File: config.mk
export PLATFORM = sky130hd
export DESIGN_NAME = cartridge_bank_mapper_core_flat
export DESIGN_NICKNAME = d
export VERILOG_FILES = /design/src/rtl/core/cbm_pkg.sv /design/src/rtl/core/cbm_if.sv /design/src/rtl/core/cbm_map.sv /design/src/rtl/core/cartridge_bank_mapper_core.sv /design/src/flat_wrapper.sv
export SDC_FILE = /design/constraint.sdc
export NUM_CORES = 1
export LEC_CHECK = 0
export BUFFER_PORTS_ARGS = -buffer_cell sky130_fd_sc_hd__buf_2
export CAP_MARGIN = 20
export CORE_MARGIN = 3
export CORE_UTILIZATION = 45
export DETAILED_ROUTE_END_ITERATION = 12
export PLACE_DENSITY = 0.66
export SLEW_MARGIN = 20
export SYNTH_ARGS = -nofsm -noshare
export SYNTH_HDL_FRONTEND = slang
export SYNTH_SLANG_ARGS = --single-unit
export TNS_END_PERCENT = 100
File: constraint.sdc
create_clock -name clk -period 4.2 [get_ports clk]
set_input_delay 0.21 -clock clk [delete_from_list [all_inputs] [get_ports clk]]
set_output_delay 0.21 -clock clk [all_outputs]
set_load 0.05 [all_outputs]
File: src/rtl/core/cbm_pkg.sv
// ----------------------------------------------------------------------------
// Cartridge bank mapper package
// Shared types and constants for the mapper core and its interfaces.
// ----------------------------------------------------------------------------
`default_nettype none

package cbm_pkg;

  localparam int ADDR_W     = 16;
  localparam int DATA_W     = 8;
  localparam int ROM_BYTES_W = 24;
  localparam int ROM_ADDR_W = 23;
  localparam int ROM_BANK_W = 9;
  localparam int RAM_BANK_W = 4;

  // configuration port
  localparam int CFG_IDX_W  = 2;
  localparam int CFG_DATA_W = ROM_BYTES_W;
  localparam logic [CFG_IDX_W-1:0] CFG_CART_TYPE    = 2'd0;
  localparam logic [CFG_IDX_W-1:0] CFG_ROM_BYTES    = 2'd1;
  localparam logic [CFG_IDX_W-1:0] CFG_BOOT_ROM_OFF = 2'd2;

  localparam logic REQ_READ  = 1'b0;
  localparam logic REQ_WRITE = 1'b1;

  typedef struct packed {
    logic [7:0]             hdr_type;
    logic [ROM_BYTES_W-1:0] rom_bytes;
    logic                   boot_rom_off;
  } cbm_cfg_t;

  typedef struct packed {
    logic [ROM_BANK_W-1:0] prg_bank;
    logic [RAM_BANK_W-1:0] sram_bank;
    logic                  ram_enable;
    logic                  banking_mode;
    logic                  clock_latch;
  } cbm_state_t;

  typedef struct packed {
    logic              req_type;
    logic [ADDR_W-1:0] address;
    logic [DATA_W-1:0] write_data;
  } cbm_req_t;

  typedef struct packed {
    logic                  rom_hit;
    logic [ROM_ADDR_W-1:0] rom_address;
    logic                  ram_enabled_flag;
    logic [ROM_BANK_W-1:0] rom_bank_now;
    logic [RAM_BANK_W-1:0] ram_bank_now;
    logic                  rtc_latched_flag;
  } cbm_rsp_t;

endpackage

`default_nettype wire

File: src/rtl/core/cbm_if.sv
// ----------------------------------------------------------------------------
// Cartridge bank mapper channels
// Valid/ready channels for bus accesses in and mapping results out.
// ----------------------------------------------------------------------------
`default_nettype none

interface cbm_req_if;
  logic                        valid;
  logic                        ready;
  logic                        req_type;
  logic [cbm_pkg::ADDR_W-1:0]  address;
  logic [cbm_pkg::DATA_W-1:0]  write_data;

  modport source (output valid, req_type, address, write_data, input ready);
  modport sink   (input valid, req_type, address, write_data, output ready);
endinterface

interface cbm_rsp_if;
  logic                            valid;
  logic                            ready;
  logic                            rom_hit;
  logic [cbm_pkg::ROM_ADDR_W-1:0]  rom_address;
  logic                            ram_enabled_flag;
  logic [cbm_pkg::ROM_BANK_W-1:0]  rom_bank_now;
  logic [cbm_pkg::RAM_BANK_W-1:0]  ram_bank_now;
  logic                            rtc_latched_flag;

  modport source (output valid, rom_hit, rom_address, ram_enabled_flag, rom_bank_now,
                  ram_bank_now, rtc_latched_flag, input ready);
  modport sink   (input valid, rom_hit, rom_address, ram_enabled_flag, rom_bank_now,
                  ram_bank_now, rtc_latched_flag, output ready);
endinterface

`default_nettype wire

File: src/rtl/core/cbm_map.sv
// ----------------------------------------------------------------------------
// Cartridge bank mapper decode
// Mapper kind decode, ROM read mapping and controller register updates.
// ----------------------------------------------------------------------------
`default_nettype none

module cbm_map (
  input  cbm_pkg::cbm_cfg_t   cfg,
  input  cbm_pkg::cbm_state_t st,
  input  cbm_pkg::cbm_req_t   req,
  output cbm_pkg::cbm_state_t st_next,
  output cbm_pkg::cbm_rsp_t   rsp
);
  import cbm_pkg::*;

  localparam logic [2:0] KIND_NONE = 3'd0;
  localparam logic [2:0] KIND_MBC1 = 3'd1;
  localparam logic [2:0] KIND_MBC2 = 3'd2;
  localparam logic [2:0] KIND_MBC3 = 3'd3;
  localparam logic [2:0] KIND_MBC5 = 3'd5;

  // write regions below 0x8000, by address bits 14:13
  localparam logic [1:0] REGION_ENABLE  = 2'd0;
  localparam logic [1:0] REGION_BANK_LO = 2'd1;
  localparam logic [1:0] REGION_BANK_HI = 2'd2;
  localparam logic [1:0] REGION_MODE    = 2'd3;

  localparam logic [ROM_BYTES_W-1:0] HEADER_LAST = 24'h000147;

  logic [2:0]            kind;
  logic [ROM_BANK_W-1:0] bank;
  logic [ROM_ADDR_W-1:0] phys;
  logic [ROM_ADDR_W-1:0] where;
  logic                  hit;
  logic [4:0]            bank5;
  logic [6:0]            bank7;
  logic [3:0]            bank4;
  logic [DATA_W-1:0]     d;

  assign d = req.write_data;

  always_comb begin
    if (cfg.rom_bytes <= HEADER_LAST) begin
      kind = KIND_NONE;
    end else begin
      case (cfg.hdr_type)
        8'h01, 8'h02, 8'h03:                      kind = KIND_MBC1;
        8'h05, 8'h06:                             kind = KIND_MBC2;
        8'h0F, 8'h10, 8'h11, 8'h12, 8'h13:        kind = KIND_MBC3;
        8'h19, 8'h1A, 8'h1B, 8'h1C, 8'h1D, 8'h1E: kind = KIND_MBC5;
        default:                                  kind = KIND_NONE;
      endcase
    end
  end

  // read mapping
  always_comb begin
    bank = st.prg_bank;
    if (kind == KIND_MBC1) begin
      bank = {2'b00, st.prg_bank[6:0]};
    end
    if (kind != KIND_MBC5 && bank == '0) begin
      bank = 9'd1;
    end
    phys  = {bank, req.address[13:0]};
    hit   = 1'b0;
    where = '0;
    if (req.req_type == REQ_READ &&
        !(req.address < 16'h0100 && !cfg.boot_rom_off)) begin
      if (req.address < 16'h4000) begin
        if ({8'h00, req.address} < cfg.rom_bytes) begin
          hit   = 1'b1;
          where = {7'd0, req.address};
        end
      end else if (req.address < 16'h8000) begin
        if ({1'b0, phys} < cfg.rom_bytes) begin
          hit   = 1'b1;
          where = phys;
        end
      end
    end
  end

  // controller register writes
  always_comb begin
    st_next = st;
    bank5   = (d[4:0] == 5'd0) ? 5'd1 : d[4:0];
    bank7   = (d[6:0] == 7'd0) ? 7'd1 : d[6:0];
    bank4   = (d[3:0] == 4'd0) ? 4'd1 : d[3:0];
    if (req.req_type == REQ_WRITE && !req.address[15] && cfg.rom_bytes != '0) begin
      case (kind)
        KIND_MBC1: begin
          case (req.address[14:13])
            REGION_ENABLE:  st_next.ram_enable = (d[3:0] == 4'hA);
            REGION_BANK_LO: st_next.prg_bank = {2'b00, st.prg_bank[6:5], bank5};
            REGION_BANK_HI: st_next.prg_bank = {2'b00, d[1:0], st.prg_bank[4:0]};
            REGION_MODE:    st_next.banking_mode = d[0];
            default: ;
          endcase
        end
        KIND_MBC2: begin
          // drop writes with address bit 8 set
          if (!req.address[8]) begin
            case (req.address[14:13])
              REGION_ENABLE:  st_next.ram_enable = (d[3:0] == 4'hA);
              REGION_BANK_LO: st_next.prg_bank = {5'd0, bank4};
              default: ;
            endcase
          end
        end
        KIND_MBC3: begin
          case (req.address[14:13])
            REGION_ENABLE:  st_next.ram_enable = (d[3:0] == 4'hA);
            REGION_BANK_LO: st_next.prg_bank = {2'b00, bank7};
            REGION_BANK_HI: begin
              // clock register selects pass through whole
              if (d >= 8'h08 && d <= 8'h0C) begin
                st_next.sram_bank = d[3:0];
              end else begin
                st_next.sram_bank = {2'b00, d[1:0]};
              end
            end
            REGION_MODE: begin
              if (d == 8'h00 && !st.clock_latch) begin
                st_next.clock_latch = 1'b1;
              end else if (d == 8'h01) begin
                st_next.clock_latch = 1'b0;
              end
            end
            default: ;
          endcase
        end
        KIND_MBC5: begin
          case (req.address[14:13])
            REGION_ENABLE: st_next.ram_enable = (d[3:0] == 4'hA);
            REGION_BANK_LO: begin
              if (!req.address[12]) begin
                st_next.prg_bank = {st.prg_bank[8], d};
              end else begin
                st_next.prg_bank = {d[0], st.prg_bank[7:0]};
              end
            end
            REGION_BANK_HI: st_next.sram_bank = d[3:0];
            default: ;
          endcase
        end
        default: ;
      endcase
    end
  end

  always_comb begin
    rsp.rom_hit          = hit;
    rsp.rom_address      = where;
    rsp.ram_enabled_flag = st_next.ram_enable;
    rsp.rom_bank_now     = st_next.prg_bank;
    rsp.ram_bank_now     = st_next.sram_bank;
    rsp.rtc_latched_flag = st_next.clock_latch;
  end

endmodule

`default_nettype wire

File: src/rtl/core/cartridge_bank_mapper_core.sv
// ----------------------------------------------------------------------------
// Cartridge bank mapper core
// Maps cartridge bus accesses to ROM byte addresses and tracks the bank
// controller registers.
// ----------------------------------------------------------------------------
//
//   channel  dir  handshake      payload
//   -------  ---  -------------  ------------------------------------------
//   req      in   valid/ready    req_type, address, write_data
//   rsp      out  valid/ready    rom_hit, rom_address, ram_enabled_flag,
//                                rom_bank_now, ram_bank_now, rtc_latched_flag
//   cfg      in   cfg_we         cfg_index, cfg_wdata (no read-back)
//
// One transaction per cycle sustained while the result channel is not stalled; a
// result passes through the input register, then the result register, before it is valid.
// Controller registers update as a transaction moves into the result register,
// so the next request always sees them.
// Synchronous reset clears configuration and both valids and returns the bank
// registers to their reset values (ROM bank 1, everything else zero).
// A stalled result holds the result register; the input register, if empty, still
// takes one more request before req.ready drops.
// ----------------------------------------------------------------------------
`default_nettype none

module cartridge_bank_mapper_core (
  input  wire                               clk,
  input  wire                               rst,
  input  wire                               cfg_we,
  input  wire [cbm_pkg::CFG_IDX_W-1:0]      cfg_index,
  input  wire [cbm_pkg::CFG_DATA_W-1:0]     cfg_wdata,
  cbm_req_if.sink                           req,
  cbm_rsp_if.source                         rsp
);
  import cbm_pkg::*;

  cbm_cfg_t   cfg;
  cbm_state_t st;
  cbm_state_t st_next;
  cbm_req_t   s1_req;
  logic       s1_valid;
  cbm_rsp_t   map_rsp;
  cbm_rsp_t   rsp_data;
  logic       rsp_valid;
  logic       s1_move;

  assign s1_move   = s1_valid && (!rsp_valid || rsp.ready);
  assign req.ready = !s1_valid || s1_move;

  always_ff @(posedge clk) begin
    if (rst) begin
      cfg <= '0;
    end else if (cfg_we) begin
      case (cfg_index)
        CFG_CART_TYPE:    cfg.hdr_type     <= cfg_wdata[7:0];
        CFG_ROM_BYTES:    cfg.rom_bytes    <= cfg_wdata[ROM_BYTES_W-1:0];
        CFG_BOOT_ROM_OFF: cfg.boot_rom_off <= cfg_wdata[0];
        default: ;
      endcase
    end
  end

  // input register
  always_ff @(posedge clk) begin
    if (rst) begin
      s1_valid <= 1'b0;
    end else if (req.ready) begin
      s1_valid <= req.valid;
    end
  end

  always_ff @(posedge clk) begin
    if (req.valid && req.ready) begin
      s1_req <= '{req_type: req.req_type, address: req.address,
                  write_data: req.write_data};
    end
  end

  cbm_map u_map (
    .cfg     (cfg),
    .st      (st),
    .req     (s1_req),
    .st_next (st_next),
    .rsp     (map_rsp)
  );

  // controller registers advance with each transaction
  always_ff @(posedge clk) begin
    if (rst) begin
      st <= '{prg_bank: 9'd1, sram_bank: '0, ram_enable: 1'b0,
              banking_mode: 1'b0, clock_latch: 1'b0};
    end else if (s1_move) begin
      st <= st_next;
    end
  end

  // result register
  always_ff @(posedge clk) begin
    if (rst) begin
      rsp_valid <= 1'b0;
    end else if (s1_move) begin
      rsp_valid <= 1'b1;
    end else if (rsp.ready) begin
      rsp_valid <= 1'b0;
    end
  end

  always_ff @(posedge clk) begin
    if (s1_move) begin
      rsp_data <= map_rsp;
    end
  end

  assign rsp.valid            = rsp_valid;
  assign rsp.rom_hit          = rsp_data.rom_hit;
  assign rsp.rom_address      = rsp_data.rom_address;
  assign rsp.ram_enabled_flag = rsp_data.ram_enabled_flag;
  assign rsp.rom_bank_now     = rsp_data.rom_bank_now;
  assign rsp.ram_bank_now     = rsp_data.ram_bank_now;
  assign rsp.rtc_latched_flag = rsp_data.rtc_latched_flag;

endmodule

`default_nettype wire

File: src/flat_wrapper.sv
// flat-port wrapper written by rule: the top's interface ports become plain ports
module cartridge_bank_mapper_core_flat import cbm_pkg::*;
  (clk, rst, cfg_we, cfg_index, cfg_wdata, req_valid, req_req_type, req_address, req_write_data, req_ready, rsp_valid, rsp_rom_hit, rsp_rom_address, rsp_ram_enabled_flag, rsp_rom_bank_now, rsp_ram_bank_now, rsp_rtc_latched_flag, rsp_ready);
  cbm_req_if req_i ();
  cbm_rsp_if rsp_i ();
  input  wire clk;
  input  wire rst;
  input  wire cfg_we;
  input  wire [cbm_pkg::CFG_IDX_W-1:0] cfg_index;
  input  wire [cbm_pkg::CFG_DATA_W-1:0] cfg_wdata;
  input wire logic [$bits(req_i.valid)-1:0] req_valid;
  input wire logic [$bits(req_i.req_type)-1:0] req_req_type;
  input wire logic [$bits(req_i.address)-1:0] req_address;
  input wire logic [$bits(req_i.write_data)-1:0] req_write_data;
  output wire logic [$bits(req_i.ready)-1:0] req_ready;
  output wire logic [$bits(rsp_i.valid)-1:0] rsp_valid;
  output wire logic [$bits(rsp_i.rom_hit)-1:0] rsp_rom_hit;
  output wire logic [$bits(rsp_i.rom_address)-1:0] rsp_rom_address;
  output wire logic [$bits(rsp_i.ram_enabled_flag)-1:0] rsp_ram_enabled_flag;
  output wire logic [$bits(rsp_i.rom_bank_now)-1:0] rsp_rom_bank_now;
  output wire logic [$bits(rsp_i.ram_bank_now)-1:0] rsp_ram_bank_now;
  output wire logic [$bits(rsp_i.rtc_latched_flag)-1:0] rsp_rtc_latched_flag;
  input wire logic [$bits(rsp_i.ready)-1:0] rsp_ready;
  assign req_i.valid = req_valid;
  assign req_i.req_type = req_req_type;
  assign req_i.address = req_address;
  assign req_i.write_data = req_write_data;
  assign req_ready = req_i.ready;
  assign rsp_valid = rsp_i.valid;
  assign rsp_rom_hit = rsp_i.rom_hit;
  assign rsp_rom_address = rsp_i.rom_address;
  assign rsp_ram_enabled_flag = rsp_i.ram_enabled_flag;
  assign rsp_rom_bank_now = rsp_i.rom_bank_now;
  assign rsp_ram_bank_now = rsp_i.ram_bank_now;
  assign rsp_rtc_latched_flag = rsp_i.rtc_latched_flag;
  assign rsp_i.ready = rsp_ready;
  cartridge_bank_mapper_core u_core (.clk(clk), .rst(rst), .cfg_we(cfg_we), .cfg_index(cfg_index), .cfg_wdata(cfg_wdata), .req(req_i), .rsp(rsp_i));
endmodule
## Word level (Yosys, flattened, before mapping)

Memory sizes are Yosys's and may differ from the RTL's. A register that Yosys moved wholly into a read port is not among the register bits.
Index checks and enable logic that the tools add are counted.

- Bits in registers: 115
- Output and inout bits: 41
- Bits in latches: 0
- Memory bits (read-only): 96
- Memories: 1
- Memory bits (writable): 0
- Input port bits: 56

- Multiply operators: 0
- Order comparisons: 8
- Eq/ne operators: 12
- Divide/modulo/power cells: 0
- Shifts and indexed selects: 0
- Add/subtract/negate cells: 0
- Muxes and demuxes: 40
- Bitwise logic cells: 1
- Reduce and logical (&&, ||, !) cells: 32

Memories:

| name | words | bits a word | read ports | clocked after memory_dff | wr ports | line | source |
|---|---|---|---|---|---|---|---|
| (name not given) | 32 | 3 | 1 | 1 | 0 | cbm_map.sv:46 | `case (cfg.hdr_type)` |

Operators with widths:

| cell | number |
|---|---|
| $mux W23 | 3 |
| $mux W9 | 7 |
| $pmux W9 S4 | 1 |
| $mux W16 | 2 |
| $le A24 B9 Y1 const B | 1 |
| $lt A16 B24 Y1 | 1 |
| $lt A23 B24 Y1 | 1 |
| $reduce_bool A24 Y1 | 1 |
| $pmux W9 S2 | 1 |
| $lt A16 B15 Y1 const B | 1 |
| $lt A16 B16 Y1 const B | 1 |
| $lt A16 B9 Y1 const B | 1 |
| $mux W4 | 4 |
| $mux W5 | 3 |
| $mux W1 | 14 |
| $logic_and A1 B1 Y1 | 9 |
| $logic_not A9 Y1 | 1 |
| $eq A8 B1 Y1 const B | 1 |
| $ge A8 B4 Y1 const B | 1 |
| $le A8 B4 Y1 const B | 1 |
| $logic_not A8 Y1 | 1 |
| $pmux W4 S2 | 1 |
| $logic_not A7 Y1 | 1 |
| $mux W7 | 1 |
| 20 further kinds | 34 |

## Depth between registers and ports, before layout

Gate-level depths: netlist of run 1.

- Depth in word-level cells: 12
- Gate-level depth with buffers: 14

## Modules after synthesis

From an unflattened synthesis of run 1, not the netlist that was laid out.

- Cells, all modules: 585
- Area, all modules: 6,015.8 um^2

Modules (own cells, without submodules):

| module | cells an instance | times used | area an instance (um^2) | sequential area each (um^2) |
|---|---|---|---|---|
| cartridge_bank_mapper_core | 289 | 1 | 4,018.9 | 2,942.8 |
| cbm_map | 296 | 1 | 1,996.9 | 0.0 |

## Worst setup path after synthesis of run 1

OpenSTA, ideal clock, no wires.

- Kind: register to register
- Start: reg, netlist name u_core.cfg[30]
- End: reg u_core.rsp_data (netlist bit u_core.rsp.rom_hit), data pin
- Stages on the path, launching flop included: 14
- Path slack: 0.861 ns
- Buffers on the path: 1
- Required time: 3.924 ns
- Arrival: 3.064 ns
- Cells stage by stage: dfxtp_1 > or4b_4 > a211o_1 > nand2b_1 > nand2_1 > inv_1 > ha_1 > nand4b_1 > nor4_1 > nand2b_1 > a2bb2oi_1 > nand3_1 > clkbuf_1 > o21ai_0

- Longest elaborated chain between the ends: 12
- Elaborated cells on any way between the ends: 13

Ends and longest elaborated chain:

| what | line | source |
|---|---|---|
| $logic_not A3 Y1 * | cbm_map.sv:46 |  |
| $mux W3 * | cbm_map.sv:46 |  |
| $mux W3 * | cbm_map.sv:43 | `if (cfg.rom_bytes <= HEADER_LAST) begin` |
| $eq A3 B1 Y1 | cbm_map.sv:59 | `if (kind == KIND_MBC1) begin` |
| $mux W9 | cbm_map.sv:59 |  |
| $logic_not A9 Y1 | cbm_map.sv:62 | `if (kind != KIND_MBC5 && bank == '0) begin` |
| $logic_and A1 B1 Y1 | cbm_map.sv:62 |  |
| $mux W9 * | cbm_map.sv:62 |  |
| named net u_core.u_map.bank[8] | cbm_map.sv:31 | `logic [ROM_BANK_W-1:0] bank;` |
| $lt A23 B24 Y1 * | cbm_map.sv:76 | `if ({1'b0, phys} < cfg.rom_bytes) begin` |
| $mux W1 * | cbm_map.sv:76 |  |
| $mux W1 * | cbm_map.sv:75 | `end else if (req.address < 16'h8000) begin` |
| $mux W1 * | cbm_map.sv:70 | `if (req.address < 16'h4000) begin` |
| end signal: assignment | cartridge_bank_mapper_core.sv:109 | `rsp_data <= map_rsp;` |
| end: declaration | cartridge_bank_mapper_core.sv:42 | `cbm_rsp_t rsp_data;` |

The timed path passes the listed nets; every way through them passes the cells marked *.
A chain may end at the register's enable or synchronous reset.

## Final worst setup path of run 1

- Start: reg, netlist name u_core.cfg[19]
- End: reg u_core.rsp_data (netlist bit u_core.rsp.rom_address[6]), data pin

- Longest elaborated chain between the ends: 11
- Elaborated cells on any way between the ends: 14

Ends and longest elaborated chain:

| what | line |
|---|---|
| $le A24 B9 Y1 | cbm_map.sv:43 |
| $mux W3 | cbm_map.sv:43 |
| $eq A3 B1 Y1 | cbm_map.sv:59 |
| $mux W9 | cbm_map.sv:59 |
| $logic_not A9 Y1 | cbm_map.sv:62 |
| $logic_and A1 B1 Y1 | cbm_map.sv:62 |
| $mux W9 | cbm_map.sv:62 |
| $lt A23 B24 Y1 | cbm_map.sv:76 |
| $mux W23 | cbm_map.sv:76 |
| $mux W23 | cbm_map.sv:75 |
| $mux W23 * | cbm_map.sv:70 |

Mark *: on every way between the ends. The rest lies on a longest branch, timed or not.

==> results of run 1 <==
[layout by cell type (no fill, tap or decap), types with 3 or more instances in the layout]
master	n
a211oi_1	3
a21oi_1	47
a22o_1	14
a31oi_1	3
and3_1	3
buf_2	96
buf_4	11
clkbuf_16	21
clkbuf_8	3
dfxtp_1	53
dlygate4sd3_1	25
edfxtp_1	64
ha_1	30
inv_1	56
inv_4	3
mux2_2	3
mux2i_1	15
nand2_1	75
nand2b_1	4
nand3_1	32
nand4_1	5
nor2_1	46
nor2b_1	9
nor3_1	9
nor4_1	9
o2111ai_1	3
o211ai_1	7
o21ai_0	20
o22ai_1	15
o31ai_1	3
or4_1	4
[repair_timing]
item                                    CTS  global route
hold buffers                             25             0
endpoints found under the setup margin    0             0
setup buffers                             0             0
hold endpoints to repair                 25             0
[registers in the layout, summed over array words and instances (netlist names), named ones only]
name,count
u_core.rsp.ram_enabled_flag,1
u_core.cfg,33
u_core.rsp.rom_bank_now,9
u_core.rsp.rom_address,23
u_core.rsp.rom_hit,1
u_core.st,15
u_core.s1_req,25
u_core.rsp.valid,1
u_core.s1_valid,1
u_core.rsp.ram_bank_now,4
u_core.rsp.rtc_latched_flag,1
[power groups by stage]
| stage | Combinational (mW) | Sequential, mW | Clock [mW] |
|---|---|---|---|
| after global routing | 0.376 | 1.29 | 1.54 |
| final | 0.344 | 1.29 | 1.46 |
| after global placement | 0.318 | 1.31 | 0 |
| after floorplan | 0.163 | 1.36 | 0 |
| after CTS | 0.343 | 1.29 | 1.48 |
| after detailed placement | 0.323 | 1.31 | 0 |
[worst max path at each step]
stage / startpoint / end / slack, ns / depth (start not counted)
final: u_core.cfg[19]$_SDFFE_PP0P_ / u_core.rsp.rom_address[6]$_SDFFCE_PN0P_ / 0.48 / 13
after global routing: u_core.cfg[19]$_SDFFE_PP0P_ / u_core.rsp.rom_address[6]$_SDFFCE_PN0P_ / 0.06 / 13
after CTS: u_core.cfg[30]$_SDFFE_PP0P_ / u_core.rsp.rom_address[6]$_SDFFCE_PN0P_ / 0.54 / 12
after detailed placement: u_core.cfg[30]$_SDFFE_PP0P_ / u_core.rsp.rom_address[3]$_SDFFCE_PN0P_ / 0.55 / 12
after global placement: u_core.cfg[30]$_SDFFE_PP0P_ / u_core.rsp.rom_hit$_SDFFCE_PN0P_ / 0.75 / 13
after floorplan: u_core.cfg[30]$_SDFFE_PP0P_ / u_core.rsp.rom_hit$_SDFFCE_PN0P_ / 0.86 / 13
[critical path, stage by stage (launching register included)]
cell,delay [ns]
dfxtp_1,0.33
nor4_1,0.54
nand4_1,0.28
nor2_1,0.23
o22ai_1,0.11
a41o_1,0.28
ha_1,0.29
nand3_1,0.11
o22ai_1,0.11
o31ai_1,0.18
nor4b_1,0.51
nand3_1,0.19
buf_4,0.24
o22ai_1,0.18
[through the flow]
step	cell area, um2	std cells	total power, mW
after floorplan	5870	608	1.52
after CTS	7400	916	3.12
after global routing	7400	916	3.21
after detailed placement	6530	859	1.64
final	7400	916	3.09
after global placement	6530	859	1.63
[routing by layer]
layer | part of all wire | global-route usage
met1 | 0.45 | 0.307
met2 | 0.47 | 0.362
met3 | 0.059 | 0.0533
met4 | 0.024 | 0.0923
met5 | 0 | 0
[cell type report]
class                   instances  area (um2)
clock inverters                 8        52.6
repair buffers                132         813
flip-flops and latches        117        2980
fillers                      1097        5270
inverters                      57         214
clock buffers                  24         567
well taps                     172         215
multi-input cells             406        2550
[logic make-up (layout without fill, tap and decap cells)]
family,Yosys count,in the layout
buffers and inverters,85,221
DFF,117,117
and+or+nand+nor,217,217
AOI/OAI and AO/OA,139,139
adders and majority gates,31,31
muxes,18,18
xor gates and xnor gates,1,1
==> impl_metrics.tcl, run 1 <==
set metrics [dict create \
    dieHeight_um 120 \
    status "finished clean" \
    arrival_ns 3.98 \
    fin_ws_ns 0.477 \
    die_w_um 120 \
    rsz0062_at_grt "no" \
    synth_edf_count 64 \
    gr-total-overflow 0 \
    cts.sinks 117 \
    post-dp-hpwl_um 11600 \
    ir_drop_mv 0.251 \
    grt_pass1_vias 4963 \
    grtUsageTotal 0.229 \
    power_switching_mw 0.779 \
    synth_top_family_by_area "simple AND/OR/NAND/NOR gates" \
    drive_above_1_share 0.199 \
    finalCriticalPeriod_ns 3.72 \
    syn_area_mm2 0.00587 \
    via_per_inst 5.55 \
    min_path_cells 3 \
    antennaDiodeCount 0 \
    io_pins 97 \
    final.setup.tns_ns 0 \
    synth.net_count 694 \
    dp_slack_ns 0.553 \
    synth_top_area_frac 0.328 \
    p_clk_frac 0.472 \
    gp_routability_congestion 0.927 \
    synthArstFlopShare 0 \
    clockRootBuffer "clkbuf_16" \
    synthAdderAreaFrac 0.0657 \
    synth-simple-area-share 0.182 \
    clk_pin_slew_worst_paths_ns 0.06 \
    numCtsBuffers 17 \
    cp.required_ns 4.46 \
    setup_viol 0 \
    core_area_mm2 0.0127 \
    crit_type "register to register" \
    p_int_mw 2.31 \
    nNetsFinal 817 \
    finalCritPeriodShare 0.886 \
    postSynthAreaPerCell_um2 9.65 \
    critPathLaunchType "register" \
    holdCritStartpoint "req_valid" \
    cellLeakagePower_nw 2.86 \
    clk_latency_ns 0.41 \
    start_util 0.463 \
    cts_resized 0 \
    hold_end "u_core.s1_valid$_SDFFE_PP0N_" \
    synth-seq-cells 117 \
    drt_pass1_iterations 5 \
    cts_buffer_depth 2 \
    muxShareOfSynthArea 0.0314 \
    antenna_found_initial 0 \
    max-slew-margin-rel 0.321 \
    finalCoreUtilization 0.584 \
    hold_viol_final 0 \
    syn_to_final_growth_pct 26.1 \
    hold_path.class "input pin to register" \
    synthFlopType "edfxtp_1" \
    reg2reg_slack_ns 0.48 \
    p_seq_frac 0.417 \
    worstMarginPinSlew_ns 1.01 \
    fmax_ghz 0.269 \
    synth_xor_area_frac 0.00149 \
    synth_top_area_cell "edfxtp_1" \
    hold_slack_ns 0.0187 \
    portBuffers 96 \
    cp_max_fo 15 \
    synth_cells 608 \
    row_count 41 \
    fin_worst_skew_ns 0.00634 \
    cts_tree "done" \
    synth_cell_types 64 \
    grt_pass1_wl_um 25600 \
    drv_cap 0 \
    post-route-drc-count 0 \
    synth-compound-area-share 0.155 \
    yosys_warnings 0 \
    crit_path_end_kind "register" \
    synth_commonest_cells "nand2_1 (75), edfxtp_1 (64), inv_1 (56), dfxtp_1 (53), a21oi_1 (47)" \
    slew_viol_final 0 \
    power_density_mw_per_mm2 418 \
    htreeDepth 4 \
    synth.most_common_cell "nand2_1" \
    ant_nets 0 \
    wl_per_cell_um 17.5 \
    switching_share 0.252 \
    ys_seq_area_frac 0.509 \
    ys_top_cells_by_area "edfxtp_1 (33%), dfxtp_1 (18%), ha_1 (6.4%), nand2_1 (4.8%), a21oi_1 (4.0%)" \
    r2r-start "u_core.cfg[19]$_SDFFE_PP0P_" \
    drt-total-wl_um 16000 \
    initialDrtViolationCount 332 \
    vias 5086 \
    grt_start_max_net_pins 47 \
    die_area_mm2 0.0144 \
    p_comb_frac 0.111 \
    r2r_cells 13 \
    r2r_end "u_core.rsp.rom_address[6]$_SDFFCE_PN0P_" \
]
No activity file was read; power rests on OpenSTA's default activity.
==> run 2, diff against run 1 <==
Settings changed: CORE_ASPECT_RATIO set to 0.5, CORE_UTILIZATION 45 to 57, GPL_TIMING_DRIVEN set to 0, PLACE_DENSITY 0.66 to 0.81.
==> impl_metrics.tcl, run 2 (synthesis results as in run 1) <==
set metrics [dict create \
    status "finished clean" \
    antenna_found_initial 0 \
    fillers 669 \
    fin_worst_skew_ns 0.00881 \
    regMostFlops "u_core.cfg" \
    vias 5291 \
    die_w_um 149 \
    setup_viol 0 \
    dpl-instance-area_mm2 0.00654 \
    cts_buffer_depth 2 \
    reg2reg_slack_ns 0.28 \
    grt_pass1_wl_um 26100 \
    ir_drop_mv 0.323 \
    min_path_cells 3 \
    dp_slack_ns -0.128 \
    clk_pin_slew_worst_paths_ns 0.06 \
    grtUsageTotal 0.291 \
    ant_nets 0 \
    finalCoreUtilization 0.766 \
    wl_per_cell_um 18.3 \
    hold_viol_final 0 \
    post_cts_buffers 0 \
    finalCritPeriodShare 0.932 \
    crit_path_end_kind "register" \
    antennaDiodeCount 0 \
    dieHeight_um 77.7 \
    arrival_ns 4.06 \
    die_area_mm2 0.0116 \
    hold_path.class "input pin to register" \
    clockRootBuffer "clkbuf_16" \
    rsz0062_at_grt "no" \
    cts.sinks 117 \
    portBuffers 96 \
    cp_max_fo 10 \
    gr-total-overflow 0 \
    drt_pass1_iterations 6 \
    initialDrtViolationCount 557 \
    final_common_cell "buf_2" \
    io_pins 97 \
    clk_latency_ns 0.41 \
    layout_common_cells "buf_2 (99), nand2_1 (75), edfxtp_1 (64)" \
    via_per_inst 5.90 \
    power_mw 3.17 \
    syn_to_final_growth_pct 27.1 \
    design_area_mm2 0.00746 \
    cellLeakagePower_nw 2.88 \
    post-dp-hpwl_um 11300 \
    start_util 0.603 \
    critPathLaunchType "register" \
    grt_start_max_net_pins 46 \
    holdCritStartpoint "req_valid" \
    row_count 25 \
    gp_routability_congestion 0.940 \
    hold_end "u_core.s1_valid$_SDFFE_PP0N_" \
    finalCriticalPeriod_ns 3.92 \
    drv_cap 0 \
    drive_above_1_share 0.198 \
    r2r_cells 13 \
    drt-total-wl_um 16400 \
    htreeDepth 4 \
    post-route-drc-count 0 \
    largest_reg_flops 33 \
    fin_ws_ns 0.284 \
    slew_viol_final 0 \
    crit_type "register to register" \
    r2r_end "u_core.rsp.rom_hit$_SDFFCE_PN0P_" \
    worstMarginPinSlew_ns 0.676 \
    max-slew-margin-rel 0.549 \
    r2r-start "u_core.cfg[30]$_SDFFE_PP0P_" \
    fmax_ghz 0.255 \
    numCtsBuffers 17 \
    core_area_mm2 0.00973 \
    grt_pass1_vias 5105 \
    cts_tree "done" \
    power_density_mw_per_mm2 425 \
    cp.required_ns 4.35 \
    nNetsFinal 835 \
]
-- run 2: worst max path at each step --
stage / startpoint / to / depth (start not counted)
floorplan: u_core.cfg[30]$_SDFFE_PP0P_ / u_core.rsp.rom_hit$_SDFFCE_PN0P_ / 13
global placement: u_core.cfg[19]$_SDFFE_PP0P_ / u_core.rsp.rom_address[12]$_SDFFCE_PN0P_ / 14
detailed placement: u_core.cfg[19]$_SDFFE_PP0P_ / u_core.rsp.rom_address[12]$_SDFFCE_PN0P_ / 14
CTS: u_core.cfg[19]$_SDFFE_PP0P_ / u_core.rsp.rom_address[1]$_SDFFCE_PN0P_ / 14
global route: u_core.cfg[19]$_SDFFE_PP0P_ / u_core.rsp.rom_address[12]$_SDFFCE_PN0P_ / 14
finish: u_core.cfg[30]$_SDFFE_PP0P_ / u_core.rsp.rom_hit$_SDFFCE_PN0P_ / 13
-- run 2: per-layer routing --
metal,GRT usage,vias up,wire [um]
li1,-,2496,-
met1,0.397,2470,7040
met4,0.103,0,319
met3,0.0671,34,1610
met2,0.459,291,7430
met5,0,-,0
-- run 2: what timing repair did --
action	4_1_cts	5_1_grt
setup endpoints to repair	20	20
pin swaps	0	1
endpoints found under the hold margin	25	0
gates resized for setup	2	8
hold buffers	25	0
-- run 2: through the flow --
step / instances / TNS (ns) / hold WS (ns)
finish: 897 / 0 / 0.0204
global route: 897 / 0 / 0.0382
CTS: 897 / 0 / 0.0181
detailed placement: 840 / -0.279 / 0.388
global placement: 839 / -0.0547 / 0.387
floorplan: 608 / 0 / 0.309
-- run 2: power by group --
group          internal [mW]  switching, mW
registers               1.25         0.0361
logic                  0.120          0.238
clock network          0.984          0.534
total                   2.36          0.808
-- run 2: critical path: stages (launching register included) --
cell and delay [ns]:
dfxtp_1 0.35, or4b_4 0.60, a211o_1 0.39, nand2b_1 0.30, nand2_1 0.18, inv_1 0.06, ha_1 0.29, nand4b_1 0.17
nor4_2 0.42, nand2b_1 0.10, a2bb2oi_1 0.18, nand3_1 0.18, clkbuf_2 0.29, o21ai_0 0.14
-- run 2: final cells by class --
cell class / count / area [um2] / area share
clock buffers: 17 / 425 / 0.0571
well taps: 135 / 169 / 0.0227
multi-input cells: 406 / 2610 / 0.350
flip-flops and latches: 117 / 2980 / 0.400
repair buffers: 122 / 751 / 0.101
clock inverters: 15 / 188 / 0.0252
plain buffers: 28 / 119 / 0.0159
inverters: 57 / 215 / 0.0289
